==> src/hdl/osc_pkg.sv <==
// ----------------------------------------------------------------------------
// osc_pkg
// Shared types and constants of the OSC message parser: word formats,
// item kinds, status codes and tag characters.
// ----------------------------------------------------------------------------
`default_nettype none

package osc_pkg;

	localparam int MAX_TAGS = 16;
	// tag count and argument index hold 0 .. MAX_TAGS
	localparam int CNT_W    = $clog2(MAX_TAGS + 1);
	localparam int IDX_W    = (MAX_TAGS > 1) ? $clog2(MAX_TAGS) : 1;
	localparam int ARG_W    = 5;
	localparam int QDEPTH   = 4;
	localparam int QPTR_W   = $clog2(QDEPTH);
	localparam int QCNT_W   = $clog2(QDEPTH + 1);

	localparam logic [2:0] KIND_ADDR   = 3'd0;
	localparam logic [2:0] KIND_STR    = 3'd1;
	localparam logic [2:0] KIND_INT    = 3'd2;
	localparam logic [2:0] KIND_FLOAT  = 3'd3;
	localparam logic [2:0] KIND_STATUS = 3'd4;

	localparam logic [2:0] ST_OK        = 3'd0;
	localparam logic [2:0] ST_EMPTY     = 3'd1;
	localparam logic [2:0] ST_BAD_HEAD  = 3'd2;
	localparam logic [2:0] ST_TRUNC     = 3'd3;
	localparam logic [2:0] ST_UNKNOWN   = 3'd4;
	localparam logic [2:0] ST_TOO_MANY  = 3'd5;

	localparam logic [7:0] CH_COMMA = 8'h2c;
	localparam logic [7:0] CH_S     = 8'h73;
	localparam logic [7:0] CH_I     = 8'h69;
	localparam logic [7:0] CH_F     = 8'h66;

	typedef struct packed {
		logic [7:0] data_byte;
		logic       last_byte;
	} in_t;

	typedef struct packed {
		logic [2:0]       item_kind;
		logic [31:0]      item_value;
		logic [ARG_W-1:0] arg_number;
		logic             string_end;
		logic [2:0]       status_code;
		logic             message_end;
	} out_t;

	// one queue entry: an optional data item, then an optional status item
	typedef struct packed {
		logic             has_data;
		logic [2:0]       kind;
		logic [31:0]      value;
		logic [ARG_W-1:0] arg;
		logic             str_end;
		logic             has_status;
		logic [2:0]       status;
	} rec_t;

endpackage

`default_nettype wire

==> src/hdl/osc_front.sv <==
// ----------------------------------------------------------------------------
// osc_front
// Byte classifier: walks address, type tags and arguments, one byte per
// cycle while the queue has room; pushes the resulting data and status items.
// ----------------------------------------------------------------------------
`default_nettype none

module osc_front import osc_pkg::*; (
	input  wire logic clk,
	input  wire logic arst_n,
	input  wire logic byte_valid,
	output logic      byte_ready,
	input  wire in_t  byte_data,
	input  wire logic q_full,
	output logic      push,
	output rec_t      rec
);

	typedef enum logic [5:0] {
		PH_ADDR     = 6'b000001,
		PH_TAG_HEAD = 6'b000010,
		PH_TAG_BODY = 6'b000100,
		PH_ARG      = 6'b001000,
		PH_DONE     = 6'b010000,
		PH_FAIL     = 6'b100000
	} phase_t;

	phase_t           phase_q, phase_d;
	logic [1:0]       biw_q, biw_d;
	logic             term_q, term_d;
	logic             seen_q, seen_d;
	logic [CNT_W-1:0] tag_count_q, tag_count_d;
	logic [CNT_W-1:0] cur_arg_q, cur_arg_d;
	logic [31:0]      word_q, word_d;
	logic [2:0]       err_q, err_d;
	logic             bad_seen_q, bad_seen_d;
	logic [CNT_W-1:0] bad_idx_q, bad_idx_d;
	logic [7:0]       tag_store_q [MAX_TAGS];
	logic [7:0]       cur_tag_q;

	logic             accept;
	logic             tag_we;
	logic             start_arg;
	logic [CNT_W-1:0] start_idx;
	logic [7:0]       b;

	assign b          = byte_data.data_byte;
	assign byte_ready = !q_full;
	assign accept     = byte_valid && !q_full;

	always_comb begin
		phase_d     = phase_q;
		biw_d       = biw_q;
		term_d      = term_q;
		seen_d      = seen_q;
		tag_count_d = tag_count_q;
		cur_arg_d   = cur_arg_q;
		word_d      = word_q;
		err_d       = err_q;
		bad_seen_d  = bad_seen_q;
		bad_idx_d   = bad_idx_q;
		tag_we      = 1'b0;
		start_arg   = 1'b0;
		start_idx   = '0;
		rec         = '0;

		if (phase_q != PH_DONE && phase_q != PH_FAIL) begin
			biw_d = biw_q + 2'd1;
		end

		case (phase_q)
			PH_ADDR: begin
				if (!term_q) begin
					if (b != 8'd0) begin
						rec.has_data = 1'b1;
						rec.kind     = KIND_ADDR;
						rec.value    = {24'd0, b};
						seen_d       = 1'b1;
					end else if (!seen_q) begin
						phase_d = PH_FAIL;
						err_d   = ST_EMPTY;
					end else begin
						term_d       = 1'b1;
						rec.has_data = 1'b1;
						rec.kind     = KIND_ADDR;
						rec.str_end  = 1'b1;
					end
				end
				if (phase_d != PH_FAIL && term_d && biw_d == 2'd0) begin
					term_d  = 1'b0;
					phase_d = PH_TAG_HEAD;
				end
			end
			PH_TAG_HEAD: begin
				if (b == CH_COMMA) begin
					phase_d = PH_TAG_BODY;
				end else begin
					phase_d = PH_FAIL;
					err_d   = ST_BAD_HEAD;
				end
			end
			PH_TAG_BODY: begin
				if (!term_q) begin
					if (b != 8'd0) begin
						if (tag_count_q >= CNT_W'(MAX_TAGS)) begin
							phase_d = PH_FAIL;
							err_d   = ST_TOO_MANY;
						end else begin
							tag_we      = 1'b1;
							tag_count_d = tag_count_q + 1'b1;
							// note the first tag that cannot start an argument
							if (b != CH_S && b != CH_I && b != CH_F && !bad_seen_q) begin
								bad_seen_d = 1'b1;
								bad_idx_d  = tag_count_q;
							end
						end
					end else begin
						term_d = 1'b1;
					end
				end
				if (phase_d != PH_FAIL && term_d && biw_d == 2'd0) begin
					start_arg = 1'b1;
					start_idx = '0;
				end
			end
			PH_ARG: begin
				if (cur_tag_q == CH_S) begin
					if (!term_q) begin
						rec.has_data = 1'b1;
						rec.kind     = KIND_STR;
						rec.value    = {24'd0, b};
						rec.arg      = ARG_W'(cur_arg_q);
						if (b == 8'd0) begin
							term_d      = 1'b1;
							rec.str_end = 1'b1;
						end
					end
					if (term_d && biw_d == 2'd0) begin
						start_arg = 1'b1;
						start_idx = cur_arg_q + 1'b1;
					end
				end else begin
					word_d = {word_q[23:0], b};
					if (biw_d == 2'd0) begin
						rec.has_data = 1'b1;
						rec.kind     = (cur_tag_q == CH_I) ? KIND_INT : KIND_FLOAT;
						rec.value    = word_d;
						rec.arg      = ARG_W'(cur_arg_q);
						start_arg    = 1'b1;
						start_idx    = cur_arg_q + 1'b1;
					end
				end
			end
			default: begin
			end
		endcase

		if (start_arg) begin
			term_d    = 1'b0;
			word_d    = '0;
			cur_arg_d = start_idx;
			if (start_idx >= tag_count_q) begin
				phase_d = PH_DONE;
			end else if (bad_seen_q && bad_idx_q == start_idx) begin
				phase_d = PH_FAIL;
				err_d   = ST_UNKNOWN;
			end else begin
				phase_d = PH_ARG;
			end
		end

		rec.has_status = byte_data.last_byte;
		if (phase_d == PH_DONE) begin
			rec.status = ST_OK;
		end else if (phase_d == PH_FAIL) begin
			rec.status = err_d;
		end else begin
			rec.status = ST_TRUNC;
		end
	end

	assign push = accept && (rec.has_data || rec.has_status);

	always_ff @(posedge clk or negedge arst_n) begin
		if (!arst_n) begin
			phase_q     <= PH_ADDR;
			biw_q       <= '0;
			term_q      <= 1'b0;
			seen_q      <= 1'b0;
			tag_count_q <= '0;
			cur_arg_q   <= '0;
			word_q      <= '0;
			err_q       <= '0;
			bad_seen_q  <= 1'b0;
			bad_idx_q   <= '0;
		end else if (accept) begin
			if (byte_data.last_byte) begin
				// final byte: back to the start of a message
				phase_q     <= PH_ADDR;
				biw_q       <= '0;
				term_q      <= 1'b0;
				seen_q      <= 1'b0;
				tag_count_q <= '0;
				cur_arg_q   <= '0;
				word_q      <= '0;
				err_q       <= '0;
				bad_seen_q  <= 1'b0;
				bad_idx_q   <= '0;
			end else begin
				phase_q     <= phase_d;
				biw_q       <= biw_d;
				term_q      <= term_d;
				seen_q      <= seen_d;
				tag_count_q <= tag_count_d;
				cur_arg_q   <= cur_arg_d;
				word_q      <= word_d;
				err_q       <= err_d;
				bad_seen_q  <= bad_seen_d;
				bad_idx_q   <= bad_idx_d;
			end
		end
	end

	always_ff @(posedge clk) begin
		if (accept && tag_we) begin
			tag_store_q[tag_count_q[IDX_W-1:0]] <= b;
		end
		// fetch the tag of the argument about to start
		if (accept && start_arg) begin
			cur_tag_q <= tag_store_q[start_idx[IDX_W-1:0]];
		end
	end

endmodule

`default_nettype wire

==> src/hdl/osc_queue.sv <==
// ----------------------------------------------------------------------------
// osc_queue
// Short FIFO of item records between the byte classifier and the output
// stage.
// ----------------------------------------------------------------------------
`default_nettype none

module osc_queue import osc_pkg::*; (
	input  wire logic clk,
	input  wire logic arst_n,
	input  wire logic push,
	input  wire rec_t wr_rec,
	output logic      full,
	output logic      head_valid,
	output rec_t      head,
	input  wire logic pop
);

	rec_t              mem_q [QDEPTH];
	logic [QPTR_W-1:0] wr_ptr_q, rd_ptr_q;
	logic [QCNT_W-1:0] count_q;
	logic              do_pop;

	assign full       = (count_q == QCNT_W'(QDEPTH));
	assign head_valid = (count_q != '0);
	assign head       = mem_q[rd_ptr_q];
	assign do_pop     = pop && head_valid;

	always_ff @(posedge clk or negedge arst_n) begin
		if (!arst_n) begin
			wr_ptr_q <= '0;
			rd_ptr_q <= '0;
			count_q  <= '0;
		end else begin
			if (push) begin
				wr_ptr_q <= wr_ptr_q + 1'b1;
			end
			if (do_pop) begin
				rd_ptr_q <= rd_ptr_q + 1'b1;
			end
			if (push && !do_pop) begin
				count_q <= count_q + 1'b1;
			end else if (!push && do_pop) begin
				count_q <= count_q - 1'b1;
			end
		end
	end

	always_ff @(posedge clk) begin
		if (push) begin
			mem_q[wr_ptr_q] <= wr_rec;
		end
	end

endmodule

`default_nettype wire

==> src/hdl/osc_back.sv <==
// ----------------------------------------------------------------------------
// osc_back
// Output stage: splits each record into its data and status items and
// holds them in the output register until taken.
// ----------------------------------------------------------------------------
`default_nettype none

module osc_back import osc_pkg::*; (
	input  wire logic clk,
	input  wire logic arst_n,
	input  wire logic head_valid,
	input  wire rec_t head,
	output logic      pop,
	output logic      item_valid,
	input  wire logic item_ready,
	output out_t      item_data
);

	logic out_valid_q;
	out_t out_q;
	logic sub_q;
	logic load;
	logic send_data;

	assign load       = head_valid && (!out_valid_q || item_ready);
	assign send_data  = head.has_data && !sub_q;
	// retire the record once its last item is loaded
	assign pop        = load && !(send_data && head.has_status);
	assign item_valid = out_valid_q;
	assign item_data  = out_q;

	always_ff @(posedge clk or negedge arst_n) begin
		if (!arst_n) begin
			out_valid_q <= 1'b0;
			sub_q       <= 1'b0;
		end else begin
			if (load) begin
				out_valid_q <= 1'b1;
				sub_q       <= send_data && head.has_status;
			end else if (item_ready) begin
				out_valid_q <= 1'b0;
			end
		end
	end

	always_ff @(posedge clk) begin
		if (load) begin
			if (send_data) begin
				out_q.item_kind   <= head.kind;
				out_q.item_value  <= head.value;
				out_q.arg_number  <= head.arg;
				out_q.string_end  <= head.str_end;
				out_q.status_code <= ST_OK;
				out_q.message_end <= 1'b0;
			end else begin
				out_q.item_kind   <= KIND_STATUS;
				out_q.item_value  <= '0;
				out_q.arg_number  <= '0;
				out_q.string_end  <= 1'b0;
				out_q.status_code <= head.status;
				out_q.message_end <= 1'b1;
			end
		end
	end

endmodule

`default_nettype wire

==> src/hdl/osc_message_parser.sv <==
// ----------------------------------------------------------------------------
// osc_message_parser
// OSC message parser: address, type tags and s/i/f arguments from a byte
// stream, with a status item at the end of every message.
// ----------------------------------------------------------------------------
//  channel | direction | handshake              | word
//  byte    | in        | byte_valid/byte_ready  | in_t  (data_byte, last_byte)
//  item    | out       | item_valid/item_ready  | out_t (kind, value, arg, ...)
//
// One byte is accepted every cycle when not stalled; the classifier updates
// its phase in the accepting cycle and queues at most one record per byte.
// A final byte that also closes data yields two items; the four-entry
// queue absorbs this.
// Input stalls only when the queue is full; output stalls back up through it.
// Asynchronous reset clears all control state; the tag store is not cleared.
// ----------------------------------------------------------------------------
`default_nettype none

module osc_message_parser import osc_pkg::*; (
	input  wire logic clk,
	input  wire logic arst_n,
	input  wire logic byte_valid,
	output logic      byte_ready,
	input  wire in_t  byte_data,
	output logic      item_valid,
	input  wire logic item_ready,
	output out_t      item_data
);

	logic push;
	rec_t wr_rec;
	logic q_full;
	logic head_valid;
	rec_t head;
	logic pop;

	osc_front u_front (
		.clk       (clk),
		.arst_n    (arst_n),
		.byte_valid(byte_valid),
		.byte_ready(byte_ready),
		.byte_data (byte_data),
		.q_full    (q_full),
		.push      (push),
		.rec       (wr_rec)
	);

	osc_queue u_queue (
		.clk       (clk),
		.arst_n    (arst_n),
		.push      (push),
		.wr_rec    (wr_rec),
		.full      (q_full),
		.head_valid(head_valid),
		.head      (head),
		.pop       (pop)
	);

	osc_back u_back (
		.clk       (clk),
		.arst_n    (arst_n),
		.head_valid(head_valid),
		.head      (head),
		.pop       (pop),
		.item_valid(item_valid),
		.item_ready(item_ready),
		.item_data (item_data)
	);

endmodule

`default_nettype wire

==> config.mk <==
export PLATFORM = sky130hd
export DESIGN_NAME = osc_message_parser
export DESIGN_NICKNAME = d
export VERILOG_FILES = /design/src/hdl/osc_pkg.sv /design/src/hdl/osc_front.sv /design/src/hdl/osc_queue.sv /design/src/hdl/osc_back.sv /design/src/hdl/osc_message_parser.sv
export SDC_FILE = /design/constraint.sdc
export NUM_CORES = 1
export LEC_CHECK = 0
export BUFFER_PORTS_ARGS = -buffer_cell sky130_fd_sc_hd__buf_2
export CORE_MARGIN = 3
export CORE_UTILIZATION = 30
export DETAILED_ROUTE_END_ITERATION = 8
export RECOVER_POWER = 50
export SKIP_CTS_REPAIR_TIMING = 1
export SYNTH_ARGS = -nofsm -noshare
export SYNTH_HDL_FRONTEND = slang
export SYNTH_SLANG_ARGS = --single-unit
export TNS_END_PERCENT = 20
==> constraint.sdc <==
create_clock -name clk -period 9.5 [get_ports clk]
set_input_delay 1.9 -clock clk [delete_from_list [all_inputs] [get_ports clk]]
set_output_delay 1.9 -clock clk [all_outputs]
set_load 0.02 [all_outputs]
; ---- Word level (Yosys, flattened, before mapping)
; Memory sizes are Yosys's and may differ from the RTL's. A register that Yosys moved wholly into a read port is not among the register bits.
; Index checks and enable logic that the tools add are counted.
[totals]
ff_bits = 107
ram_bits = 312
inputBits = 13
out_inout_bits = 47
word_cells = 212
n_memories = 2
[classes]
addsub = 7
magnitude_cmp = 2
n_eq_ne = 22
n_mux = 109
n_reduce_logical = 49
[memory_table]
columns = memory, words, word_bits, rd, rd_clocked_by_memory_dff, wr, line
row1 = u_queue.mem_q, 4, 46, 1, 0, 1, osc_queue.sv:19  ; rec_t mem_q [QDEPTH];
row2 = u_front.tag_store_q, 16, 8, 1, 1, 1, osc_front.sv:38  ; logic [7:0] tag_store_q [MAX_TAGS];
[ops]
columns = op, n
row1 = 2-to-1 mux 24 bit, 4
row2 = 2-to-1 mux 5 bit, 18
row3 = 2-to-1 mux 6 bit, 14
row4 = 2-to-1 mux 41 bit, 2
row5 = case mux 36 bit (2 select lines), 1
row6 = 2-to-1 mux 3 bit, 15
row7 = 2-to-1 mux 1 bit, 43
row8 = 2-to-1 mux 42 bit, 1
row9 = 2-to-1 mux 36 bit, 1
row10 = "!= test 8 x 7 -> 1 bit, second input constant", 3
row11 = logical AND 1 bit, 21
row12 = "!= test 6 bit, second input constant", 3
row13 = case mux 6 bit (3 select lines), 1
row14 = "equality test 8 x 7 -> 1 bit, second input constant", 2
row15 = nonzero test 2 bit, 7
row16 = "adder 5 x 1 -> 5 bit, second input constant", 2
row17 = case mux 3 bit (3 select lines), 1
row18 = "equality test 8 x 6 -> 1 bit, second input constant", 1
row19 = logical NOT 8 bit, 1
row20 = 2-to-1 mux 4 bit, 2
row21 = 2-to-1 mux 8 bit, 1
row22 = nonzero test 8 bit, 1
row23 = logical NOT 1 bit, 7
row24 = "adder 2 x 1 -> 2 bit, second input constant", 3
row25 = 28 further kinds, 34

; ---- Logic depth before layout (Yosys ltp)
[depth]
word_depth = 17
ltp_mapped = 15
mapped_depth_nobuf = 13

; ---- Hierarchy
; From an unflattened synthesis, not the netlist that was laid out.
[hier_totals]
hier_cells = 1061
area_unflattened_um2 = 17352.9
[by_module_without_submodules]
columns = mod, n_inst, cells_per_inst, area_each_um2, seq_area_each_um2
row1 = osc_front, 1, 682, 8535.7, 5411.4
row2 = osc_queue, 1, 274, 7026.7, 5700.5
row3 = osc_back, 1, 105, 1790.5, 1401.3

; ---- Least setup slack after synthesis
; OpenSTA, ideal clock, no wires.
[synth_timing]
kind = input to register
startpoint = input port item_ready
endpoint = register u_queue.count_q[1]
setup_ns = 0.125
arrival_ns = 6.008
slack_ns = 3.367
cell_stages = 7
path_buffers = 0
path_cell_list = inv_1 -> a21oi_1 -> o21ai_0 -> ha_1 -> inv_1 -> fa_1 -> mux2_2
[synth_via]
elab_chain_cells = 7
[synth_lines]
columns = item, line
row1 = start: declaration, osc_message_parser.sv:26  ; input wire logic item_ready,
row2 = logical OR 1 bit (*), osc_back.sv:25  ; assign load = head_valid && (!out_valid_q || item_ready);
row3 = logical AND 1 bit (*), osc_back.sv:25
row4 = via u_back.load, osc_back.sv:22  ; logic load;
row5 = logical AND 1 bit (*), osc_back.sv:28  ; assign pop = load && !(send_data && head.has_status);
row6 = logical AND 1 bit (*), osc_queue.sv:27  ; assign do_pop = pop && head_valid;
row7 = logical NOT 1 bit, osc_queue.sv:41  ; if (push && !do_pop) begin
row8 = logical AND 1 bit, osc_queue.sv:41
row9 = 2-to-1 mux 3 bit / nonzero test 2 bit (equally long branches), n/a
row10 = end signal: assignment, osc_queue.sv:42  ; count_q <= count_q + 1'b1;
row11 = end signal: assignment, osc_queue.sv:44  ; count_q <= count_q - 1'b1;
row12 = end: declaration, osc_queue.sv:21  ; logic [QCNT_W-1:0] count_q;
; Mark *: on every way through the listed nets, which the timed path passes. The rest lies on a longest branch.
; A chain may end at the register's enable or synchronous reset.

; ---- Worst setup path in the final report
[layout_timing]
startpoint = register u_queue.rd_ptr_q[1]
endpoint = register u_queue.count_q[1]
[layout_via]
elab_chain_cells = 9
[layout_lines]
columns = item, line
row1 = start: declaration, osc_queue.sv:20  ; logic [QPTR_W-1:0] wr_ptr_q, rd_ptr_q;
row2 = start signal: assignment, osc_queue.sv:39  ; rd_ptr_q <= rd_ptr_q + 1'b1;
row3 = memory read (4 x 46 bit) (*), n/a
row4 = logical AND 1 bit, osc_back.sv:26  ; assign send_data = head.has_data && !sub_q;
row5 = logical AND 1 bit (*), osc_back.sv:28
row6 = logical NOT 1 bit (*), osc_back.sv:28
row7 = logical AND 1 bit (*), osc_back.sv:28
row8 = logical AND 1 bit (*), osc_queue.sv:27
row9 = logical NOT 1 bit, osc_queue.sv:41
row10 = logical AND 1 bit, osc_queue.sv:41
row11 = 2-to-1 mux 3 bit / nonzero test 2 bit (equally long branches), n/a
; Mark *: on every way between the ends. The rest lies on a longest branch, timed or not.

==> metrics.yaml <==
grt:
  grt_pass1_vias: 9698
  grt_max_degree: 63
  grt_pass1_wl_mm: 58.88
  antenna_found_initial: 0
  grt_overflow: 0
  grt_use_total_pct: 12.47
status:
  status: "finished with violations"
  violations: "max-capacitance violations, max-slew violations"
layout:
  drive_gt1_share_pct: 15.35
  area_delta_synth_final_pct: 14.30
  antennaDiodeCount: 0
  register_area_mm2: 0.01240
  multi_input_area_mm2: 0.004798
  finalNetCount: 1210
  final_cell_mix: "edfxtp_1 (361), nand2_1 (89), dfrtp_1 (59)"
  final_common_cell: "edfxtp_1"
  fillers: 5473
timing:
  slew_violations: 235
  maxSlewHeadroom_pct: -150.1
  setup_viol: 0
  finalCriticalPeriod_ns: 6.109
  fmax_ghz: 0.1637
  worst_clock_skew_ns: 0.02968
  whs_ns: 0.4954
  finalHoldViolCount: 0
  tns_ns: 0
  max_slew.worst_pin.slew_ns: 3.752
  min_period_over_period_pct: 64.31
  grt_setup_unrepaired: "no"
routing:
  wire_per_inst_um: 19.32
  wl_met2_mm: 18.27
  routed-wl-met3_mm: 2.024
  top_layer_used: "met4"
  antenna_left: 0
  wl_met1_mm: 16.88
  drc: 0
  drt-total-wl_mm: 38.20
  firstDrtPassIters: 5
  drtIter0Drc: 671
  viasPerCell: 4.992
  vias: 9870
place:
  io_buffer_count: 59
  hpwl_mm: 23.83
  gp_congestion: 0.8703
cts:
  cts.clk_slew.worst_paths_ns: 0.06
  cts_max_path_buffers: 3
  clock_sinks: 423
  cts_root_buf: "clkbuf_16"
  numCtsBuffers: 45
  htreeDepth: 2
  clock_latency_ns: 0.58
  cts_tree: "yes"
power:
  total_power_uw: 5286
  p_per_area_mw_per_mm2: 263.6
  p_leak_uw: 0.006834
  ir_drop_v: 0.0001347
critical_path:
  end_kind: "flop"
  cp_slowest_cell: "clkbuf_1"
  worst-path-buf-inv: 2
  cp_top_family: "buffers and inverters"
  arrival_ns: 6.57
  cp_max_fo: 46
  path_class: "reg -> reg"
  crit_required_ns: 9.97
  crit_chain: "clkbuf_1 > mux4_2 > nand2b_1 > o21ai_0 > ha_1 > inv_1 > fa_1 > mux2_2"
  cpPeakStageDelay_ns: 2.14
  worst_setup_path_start_kind: "flop"
run:
  drv_cap: 5
synth:
  syn_nets: 1146
  ys_seq_area_share_pct: 70.64
  async_flop_share_pct: 14.66
  synth_edf_count: 361
  yosysWarnings: 0
  synth_ff_type: "edfxtp_1"
  avgSynthCellArea_um2: 15.71
  netlist_area_mm2: 0.01754
  netlist_instances: 1117
  synth_seq_cells: 423
  ys_types: 89
die:
  die_y_um: 247.8
  num_rows: 88
  pin_count: 60
  die_area_mm2: 0.06141
  initial_core_util_pct: 30.35
  core_mm2: 0.05781
  dieWidth_um: 247.8
hold_path:
  hold_path_class: "reg -> reg"
[where the power goes]
group / total, µW / switching, µW / leakage (µW) / internal, µW
Clock: 1670 / 706 / 0.000687 / 968
Combinational: 1170 / 725 / 0.00195 / 446
Sequential: 2440 / 92.8 / 0.00419 / 2350
Total: 5290 / 1520 / 0.00683 / 3760
[synth_stat cells, types with 19 or more instances]
master	n	share of area, %
nor2_1	53	1.1
a22o_1	27	1.3
o21ai_0	43	1.2
nor2b_1	57	2.0
inv_1	26	0.56
mux4_2	49	6.3
a31oi_1	19	0.68
nand2_1	89	1.9
dfrtp_1	61	8.7
and3_1	39	1.4
clkbuf_1	39	0.83
a21oi_1	19	0.54
edfxtp_1	361	62
[per-layer routing]
layer	vias up	global-route usage, %
met2	284	19.97
met3	75	2.290
met1	5033	17.18
li1	4478	-
met5	-	0
met4	0	4.085
[per-stage QoR]
stage	instance area, µm²	util, %	worst slack, ns	instances
after floorplan	17540	-	3.367	1117
after global placement	18740	32.43	3.496	1899
after detailed placement	18740	32.43	3.433	1899
after CTS	20160	34.87	4.035	1977
after global routing	20050	34.69	2.788	1977
final	20050	34.69	3.391	1977
[state kept, by name, indices dropped and copies added (netlist names), 3 cells and up]
signal	cells
u_front.word_q	24
u_back.item_data	45
u_front.tag_count_q	5
u_front.cur_tag_q	8
u_queue.mem_q	180
u_queue.count_q	3
u_front.cur_arg_q	5
u_front.bad_idx_q	5
u_front.tag_store_q	128
u_front.phase_q	6
u_front.err_q	3
[layout make-up]
cell class,instances,share of cell area (%)
multi-input cells,603,23.93
flip-flops and latches,423,61.82
well taps,765,4.774
repair buffers,78,1.847
clock inverters,22,1.173
inverters,30,0.5865
clock buffers,56,5.872
[path summary, 6_finish.rpt]
| check | cells after the start | slack (ns) | endpoint | startpoint |
|---|---|---|---|---|
| max in group asynchronous | 2 | 4.40 | u_queue.rd_ptr_q[1] | arst_n |
| max | 8 | 3.39 | u_queue.count_q[1] | u_queue.rd_ptr_q[1] |
| min in group asynchronous | 2 | 2.73 | u_queue.count_q[2] | arst_n |
| min | 1 | 0.50 | u_front.word_q[19] | u_front.word_q[19] |
| max reg2reg | 8 | 3.39 | u_queue.count_q[1] | u_queue.rd_ptr_q[1] |
| min reg2reg | 1 | 0.50 | u_front.word_q[19] | u_front.word_q[19] |
[logic make-up after synthesis]
kind of cell	after synthesis	synth area share (%)
fa+ha+maj	16	1.184
flops	423	70.64
mux	63	7.132
buf+inv	91	2.282
xor+xnor	14	0.8202
simple gates	297	8.851
compound gates	213	9.086
Note: power is estimated with default switching activity, not from simulation.
